`config.mk`:
```
export PLATFORM = sky130hd
export DESIGN_NAME = feedback_frame_parser_top
export DESIGN_NICKNAME = d
export VERILOG_FILES = /design/src/ffp_pkg.sv /design/src/feedback_frame_parser_top.sv
export SDC_FILE = /design/constraint.sdc
export NUM_CORES = 1
export LEC_CHECK = 0
export BUFFER_PORTS_ARGS = -buffer_cell sky130_fd_sc_hd__clkbuf_2
export CAP_MARGIN = 15
export CORE_ASPECT_RATIO = 1.4
export CORE_MARGIN = 5
export CORE_UTILIZATION = 50
export DETAILED_ROUTE_END_ITERATION = 8
export PLACE_DENSITY = 0.77
export SLEW_MARGIN = 20
export SYNTH_ARGS = -nofsm -noshare
export SYNTH_HDL_FRONTEND = slang
export SYNTH_SLANG_ARGS = --single-unit
```
`constraint.sdc`:
```
create_clock -name clk -period 9 [get_ports clk]
set_input_delay 0.45 -clock clk [delete_from_list [all_inputs] [get_ports clk]]
set_output_delay 0.45 -clock clk [all_outputs]
set_load 0.01 [all_outputs]
```
`src/ffp_pkg.sv`:
```
`timescale 1ns / 1ps
// ----------------------------------------------------------------------------
// ffp_pkg
// Shared types and constants for the feedback frame parser: frame bytes,
// status codes, register indexes and the parser phase type.
// ----------------------------------------------------------------------------
package ffp_pkg;

  localparam int BUF_BYTES = 64;
  // longest data length accepted in a frame
  localparam int MAX_LEN   = BUF_BYTES - 4;
  // position and length counters hold 0..MAX_LEN
  localparam int POS_W     = $clog2(MAX_LEN + 1);

  localparam logic [7:0] HDR_BYTE   = 8'hAA;
  localparam logic [7:0] FN_MOTOR   = 8'h01;
  localparam logic [7:0] FN_SENSOR  = 8'h03;
  localparam int         UPDATE_LEN = 7;
  localparam int         CAP_DEPTH  = 7;
  localparam int         CAP_IDX_W  = $clog2(CAP_DEPTH);

  localparam logic [1:0] STAT_MOTOR  = 2'd0;
  localparam logic [1:0] STAT_SENSOR = 2'd1;
  localparam logic [1:0] STAT_GOOD   = 2'd2;
  localparam logic [1:0] STAT_BAD    = 2'd3;

  localparam int         CFG_IDX_W       = 1;
  localparam int         CFG_DATA_W      = 8;
  localparam logic [CFG_IDX_W-1:0] REG_MOTOR_COUNT  = 1'd0;
  localparam logic [CFG_IDX_W-1:0] REG_SENSOR_COUNT = 1'd1;

  localparam logic [7:0] MOTOR_COUNT_RST  = 8'd3;
  localparam logic [7:0] SENSOR_COUNT_RST = 8'd4;

  typedef enum logic [1:0] {
    PH_HUNT,
    PH_FUNC,
    PH_LEN,
    PH_DATA
  } phase_t;

endpackage

```
`src/feedback_frame_parser_top.sv`:
```
`timescale 1ns / 1ps
// ----------------------------------------------------------------------------
// feedback_frame_parser_top
// Byte-serial parser for length-prefixed feedback frames with an additive
// checksum; reports one result per completed frame.
//
//   channel  | ports                         | direction | handshake
//   ---------+-------------------------------+-----------+-------------
//   in_      | in_rx_byte                    | in        | valid/ready
//   out_     | status, func_code, frame_len, | out       | valid/ready
//            | entity_id, value_a/b/c        |           |
//   cfg_     | cfg_we, cfg_index, cfg_wdata  | in        | write enable
//
// One byte per cycle sustained. A byte sits in the input register, is parsed
// there, and a result lands in the output register: out_valid rises once the
// checksum byte is parsed from the input register. Synchronous active-low
// reset returns the parser to header hunt and restores the count registers.
// A stalled result blocks only the byte that completes the next frame; other
// bytes keep flowing.
// ----------------------------------------------------------------------------
module feedback_frame_parser_top (
  input  logic                            clk,
  input  logic                            rst_n,
  input  logic                            in_valid,
  output logic                            in_ready,
  input  logic [7:0]                      in_rx_byte,
  output logic                            out_valid,
  input  logic                            out_ready,
  output logic [1:0]                      out_status,
  output logic [7:0]                      out_func_code,
  output logic [5:0]                      out_frame_len,
  output logic [7:0]                      out_entity_id,
  output logic signed [15:0]              out_value_a,
  output logic signed [15:0]              out_value_b,
  output logic signed [15:0]              out_value_c,
  input  logic                            cfg_we,
  input  logic [ffp_pkg::CFG_IDX_W-1:0]   cfg_index,
  input  logic [ffp_pkg::CFG_DATA_W-1:0]  cfg_wdata
);
  import ffp_pkg::*;

  // configuration
  logic [7:0] motor_count_r, sensor_count_r;

  // input register
  logic       in_vld_r;
  logic [7:0] in_byte_r;

  // parser state
  phase_t           phase_r, phase_nxt;
  logic [7:0]       func_r, func_nxt;
  logic [POS_W-1:0] len_r, len_nxt;
  logic [POS_W-1:0] pos_r, pos_nxt;
  logic [7:0]       sum_r, sum_nxt;
  logic [7:0]       cap_r [CAP_DEPTH];
  logic             cap_we;

  // output register
  logic              out_vld_r;
  logic [1:0]        status_r, status_nxt;
  logic [7:0]        func_out_r;
  logic [5:0]        len_out_r;
  logic [7:0]        id_out_r;
  logic signed [15:0] val_a_r, val_b_r, val_c_r, val_a_nxt, val_b_nxt, val_c_nxt;

  logic produce, out_free, advance;
  logic id_ok_motor, id_ok_sensor;

  assign produce  = in_vld_r && (phase_r == PH_DATA) && (pos_r == len_r);
  assign out_free = !out_vld_r || out_ready;
  assign advance  = in_vld_r && (out_free || !produce);
  assign in_ready = !in_vld_r || advance;

  // configuration writes
  always_ff @(posedge clk) begin
    if (!rst_n) begin
      motor_count_r  <= MOTOR_COUNT_RST;
      sensor_count_r <= SENSOR_COUNT_RST;
    end else if (cfg_we) begin
      case (cfg_index)
        REG_MOTOR_COUNT:  motor_count_r  <= cfg_wdata;
        REG_SENSOR_COUNT: sensor_count_r <= cfg_wdata;
        default: ;
      endcase
    end
  end

  // input register: hold until parsed
  always_ff @(posedge clk) begin
    if (!rst_n) begin
      in_vld_r <= 1'b0;
    end else if (in_ready) begin
      in_vld_r <= in_valid;
    end
  end

  always_ff @(posedge clk) begin
    if (in_valid && in_ready) begin
      in_byte_r <= in_rx_byte;
    end
  end

  assign id_ok_motor  = (cap_r[0] != 8'd0) && (cap_r[0] <= motor_count_r);
  assign id_ok_sensor = (cap_r[0] != 8'd0) && (cap_r[0] <= sensor_count_r);

  always_comb begin
    phase_nxt  = phase_r;
    func_nxt   = func_r;
    len_nxt    = len_r;
    pos_nxt    = pos_r;
    sum_nxt    = sum_r;
    cap_we     = 1'b0;
    status_nxt = STAT_GOOD;
    val_a_nxt  = '0;
    val_b_nxt  = '0;
    val_c_nxt  = '0;

    case (phase_r)
      PH_HUNT: begin
        if (in_byte_r == HDR_BYTE) begin
          sum_nxt   = in_byte_r;
          pos_nxt   = '0;
          phase_nxt = PH_FUNC;
        end
      end
      PH_FUNC: begin
        func_nxt  = in_byte_r;
        sum_nxt   = sum_r + in_byte_r;
        phase_nxt = PH_LEN;
      end
      PH_LEN: begin
        if (in_byte_r == 8'd0 || in_byte_r > 8'(MAX_LEN)) begin
          // drop the frame and hunt again
          phase_nxt = PH_HUNT;
          func_nxt  = '0;
          len_nxt   = '0;
          pos_nxt   = '0;
          sum_nxt   = '0;
        end else begin
          len_nxt   = POS_W'(in_byte_r);
          sum_nxt   = sum_r + in_byte_r;
          pos_nxt   = '0;
          phase_nxt = PH_DATA;
        end
      end
      PH_DATA: begin
        if (pos_r != len_r) begin
          cap_we  = (pos_r < POS_W'(CAP_DEPTH));
          pos_nxt = pos_r + POS_W'(1);
          sum_nxt = sum_r + in_byte_r;
        end else begin
          if (sum_r != in_byte_r) begin
            status_nxt = STAT_BAD;
          end else if (func_r == FN_MOTOR && len_r == POS_W'(UPDATE_LEN) && id_ok_motor) begin
            status_nxt = STAT_MOTOR;
          end else if (func_r == FN_SENSOR && len_r == POS_W'(UPDATE_LEN) &&
                       id_ok_sensor) begin
            status_nxt = STAT_SENSOR;
          end else begin
            status_nxt = STAT_GOOD;
          end
          if (status_nxt == STAT_MOTOR || status_nxt == STAT_SENSOR) begin
            val_a_nxt = $signed({cap_r[1], cap_r[2]});
            val_b_nxt = $signed({cap_r[3], cap_r[4]});
            val_c_nxt = $signed({cap_r[5], cap_r[6]});
          end
          phase_nxt = PH_HUNT;
          func_nxt  = '0;
          len_nxt   = '0;
          pos_nxt   = '0;
          sum_nxt   = '0;
        end
      end
      default: phase_nxt = PH_HUNT;
    endcase
  end

  // parser state advances once per parsed byte
  always_ff @(posedge clk) begin
    if (!rst_n) begin
      phase_r <= PH_HUNT;
      func_r  <= '0;
      len_r   <= '0;
      pos_r   <= '0;
      sum_r   <= '0;
    end else if (advance) begin
      phase_r <= phase_nxt;
      func_r  <= func_nxt;
      len_r   <= len_nxt;
      pos_r   <= pos_nxt;
      sum_r   <= sum_nxt;
    end
  end

  // capture store for the first data bytes of a frame
  always_ff @(posedge clk) begin
    if (advance && cap_we) begin
      cap_r[pos_r[CAP_IDX_W-1:0]] <= in_byte_r;
    end
  end

  // output register
  always_ff @(posedge clk) begin
    if (!rst_n) begin
      out_vld_r <= 1'b0;
    end else if (out_free) begin
      out_vld_r <= advance && produce;
    end
  end

  always_ff @(posedge clk) begin
    if (advance && produce) begin
      status_r   <= status_nxt;
      func_out_r <= func_r;
      len_out_r  <= 6'(len_r);
      id_out_r   <= cap_r[0];
      val_a_r    <= val_a_nxt;
      val_b_r    <= val_b_nxt;
      val_c_r    <= val_c_nxt;
    end
  end

  assign out_valid     = out_vld_r;
  assign out_status    = status_r;
  assign out_func_code = func_out_r;
  assign out_frame_len = len_out_r;
  assign out_entity_id = id_out_r;
  assign out_value_a   = val_a_r;
  assign out_value_b   = val_b_r;
  assign out_value_c   = val_c_r;

endmodule

```
==> metrics.md <==
| Metric | Value |
|---|---|
| Status | `complete, no violations` |
| Post-DP HPWL | `around 11 mm` |
| Cts repair resizes | `0` |
| First-pass GRT wire length | `25.3 mm` |
| Crit-path slowest cell | `or4b_4` |
| Worst Path Buf+Inv | `0` |
| Psw | `350 uW` |
| Startpoint types | `flop` |
| IO Pins | `between 90 and 100` |
| Total of max-cap violations | `0` |
| Average routed wire per standard cell | `18.5 um` |
| Mapped cell area | `0.00741 mm2` |
| Hold_buf cts | `0` |
| Slew headroom | `a little under two fifths` |
| Vias per Instance | `5.67` |
| Unique masters post-synth | `52` |
| DIE AREA | `0.0174 mm2` |
| CORE AREA | `around 0.015 mm2` |
| Synth top area cells | `edfxtp_1, dfxtp_1, ha_1, nor3b_1, a21oi_1` |
| Vias in the first global route | `4,857` |
| Flop2flop setup slack | `6.13 ns` |
| Crit Path Category | `reg2reg` |
| FMAX | `348 MHz` |
| Detailed Route WL | `15.7 mm` |
| Initial core utilization | `51.1%` |
| Sw frac | `around a fifth` |
| Hold WC Path Type | `in2reg` |
| Clk network pwr share | `43.2%` |
| Gate Count Post-Synth | `about 560` |
| Final hold slack | `0.233 ns` |
| P_int | `1.36 mW` |
| Worst-Margin Slew | `around 0.93 ns` |
| Post-CTS Setup Bufs | `0` |
| Hold Startpoint | `in_rx_byte[1]` |
| Layout cells sized above 1 | `22.4%` |
| Worst R2R End | `out_status[1]` |
| Sequential area share after synthesis | `68.1%` |
| Total iterations of the first detailed-routing run | `6` |
| Vias | `4,816` |
| Maximum VDD drop | `between 100 and 150 uV` |
| Setup crit end kind | `flop` |
| Area grow syn2layout | `16.8%` |
| Async SR Flop Fraction | `0%` |
| Final Hold Viols | `0` |
| Worst path top cell family by delay | `simple AND/OR/NAND/NOR gates` |
| Pwr dens | `197 mW/mm2` |
| Syn nets | `602` |
| H-tree levels | `4` |
| Largest net degree at the start of global routing | `73` |
| GP Congestion | `~0.86` |
| Worst Hold Path EP | `in_byte_r[1]` |
| 1st-iter DRT viols | `roughly 390` |
| Row Count | `52` |
| Final TNS setup | `0 ns` |
| Synthesized area per cell | `13.4 um2` |
| Synth warnings | `0` |
| Die Height | `about 150 um` |
| Area leader, netlist | `edfxtp_1` |
| Sequential share of power | `around 54%` |
| CP Data Required Time | `9.16 ns` |
| RSZ-0062 raised after global routing | `false` |
| FF-to-FF Start | `in_byte_r[3]` |
| #FFs+latches synth | `about 180` |
| Reg2Reg Depth | `5` |
| Max clock buf depth | `2` |
| I/O Buffers | `95` |
| Clock root buffer | `clkbuf_16` |
| Routed Antenna Nets | `0` |
| Total track usage | `18.5%` |
| Die Width | `113 um` |
| Design Area, Final | `0.00865 mm2` |
| Slew Limit Fails | `0` |
| Clock Pin Slew Worst Setup and Hold Paths | `0.07 ns` |
| Yosys top cell area share | `around 55%` |
| DRC viols | `0` |
| CP cell instances | `ha_1 > nor4_1 > nand3_1 > or4b_4 > or2_1` |
| Critical path arrival | `3.04 ns` |
| Combinational Power Share | `2.4%` |
| CTS tree | `yes` |
| Final #Nets | `695` |
| Final setup fails | `0` |
| Worst-skew pair later-pin latency | `0.42 ns` |
| Post-synth top flop | `edfxtp_1` |
| Ant. Diodes | `0` |
| Worst hold stages | `1` |
| Post-synth EDFFs | `~140` |
| Worst Clk Skew | `0.0125 ns` |
| Placed Area | `0.00806 mm2` |
| Initial antenna violation count | `0` |
| Tcrit/Tclk final | `31.9%` |
| Clock sink count | `184` |
| GR Overflow Total | `0` |
| Min Tclk post-route | `roughly 2.9 ns` |
| LEAKAGE | `3.22 nW` |
| CP Max Fanout | `49` |
| Slowest stage delay, CP | `0.79 ns` |
| Num CTS Buffers | `17` |
[cell type report]
| type | count | area, um2 |
|---|---|---|
| flip-flops and latches | 184 | 5040 |
| fillers | 1093 | 5860 |
| well taps | 189 | 236 |
| repair buffers | 99 | 505 |
| multi-input cells | 326 | 2210 |
| inverters | 20 | 75.1 |
| clock inverters | 9 | 115 |
| clock buffers | 23 | 468 |
[power groups by stage]
stage / registers (mW) / logic, mW / clock network, mW
2_1_floorplan: 0.938 / 0.0280 / 0
3_3_place_gp: 0.944 / 0.0389 / 0
3_5_place_dp: 0.945 / 0.0409 / 0
4_1_cts: 0.927 / 0.0416 / 0.744
5_1_grt: 0.928 / 0.0472 / 0.783
6_report: 0.928 / 0.0417 / 0.736
[cells in the mapped netlist (2+ instances only)]
cell type	instances
o31ai_1	2
nor2_1	29
nor2b_1	6
o21ai_0	13
o21a_1	2
dfxtp_1	48
edfxtp_1	136
o21bai_1	3
nand3_1	23
nor4_1	5
a32o_1	6
xnor2_1	9
o211ai_1	3
a31oi_1	3
clkbuf_1	17
or2_2	4
o221ai_1	2
or3_1	4
nor4b_1	2
nand2b_1	9
nand4_1	5
xor2_1	3
nand2_1	38
buf_6	3
a22oi_1	8
a21oi_1	41
nand4b_1	2
nor3_1	11
nor3b_2	10
inv_1	20
nor3b_1	38
buf_2	3
buf_1	2
ha_1	24
a21o_1	4
[placed cells by master (no fill, tap or decap), types with 3 or more instances in the layout]
master and n:
nor3b_1 38, clkbuf_2 95, o211ai_1 3, a22oi_1 8, o21bai_1 3, or2_2 4
clkbuf_16 17, nand2b_1 9, a31oi_1 3, a32o_1 6, nor2b_1 6, clkinv_4 3
o21ai_0 13, inv_1 20, clkbuf_1 4, or3_1 4, xnor2_1 9, nand2_1 38
xor2_1 3, dfxtp_1 48, ha_1 24, edfxtp_1 136, nor4_1 5, a21oi_1 41
a21o_1 4, nand4_1 5, nor3_1 10, buf_4 4, nand3_1 23, nor3b_2 10
nor2_1 28
[per-layer routing]
layer | part of all wire, % | global-route usage [%] | up-vias | routed length (um)
met4 | 2.0 | 5.33 | 0 | 316
li1 | - | - | 2253 | -
met5 | 0 | 0 | - | 0
met2 | 54 | 33.6 | 197 | 8430
met3 | 6.8 | 4.64 | 23 | 1070
met1 | 38 | 21.5 | 2343 | 5920
[kinds of logic after synthesis]
kind of cell	share of synthesized area [%]
buffers and inverters	2.63
muxes	0.135
DFF	68.1
adders and majority gates	4.32
AOI/OAI and AO/OA	7.92
and+or+nand+nor	15.3
xor gates and xnor gates	1.64
[stage by stage]
stage | power, mW | instances | util (%) | setup WS (ns)
after floorplan | 0.966 | 555 | - | 4.36
after global placement | 0.983 | 818 | 55.5 | 5.90
after detailed placement | 0.986 | 818 | 55.6 | 5.83
after CTS | 1.71 | 850 | 59.6 | 5.78
after global routing | 1.76 | 850 | 59.6 | 5.93
final | 1.71 | 850 | 59.6 | 6.13
[state kept, by name, indices dropped and copies added (netlist names), 2 cells and up]
register / count
cap_r: 56
out_value_a: 16
out_value_b: 16
out_value_c: 16
func_r: 8
in_byte_r: 8
motor_count_r: 8
out_entity_id: 8
out_func_code: 8
sensor_count_r: 8
sum_r: 8
len_r: 6
out_frame_len: 6
pos_r: 6
out_status: 2
phase_r: 2
[worst max-delay path by stage]
stage                     slack (ns)  cells past startpoint         start               end
after floorplan                 4.36                      5      pos_r[1]  out_entity_id[0]
after global placement          5.90                      5  in_byte_r[3]     out_status[1]
after detailed placement        5.83                      5  in_byte_r[3]     out_status[1]
after CTS                       5.78                      5  in_byte_r[3]     out_status[1]
after global routing            5.93                      5  in_byte_r[3]     out_status[1]
final                           6.13                      5  in_byte_r[3]     out_status[1]
Power figures use the tool's default switching activity.
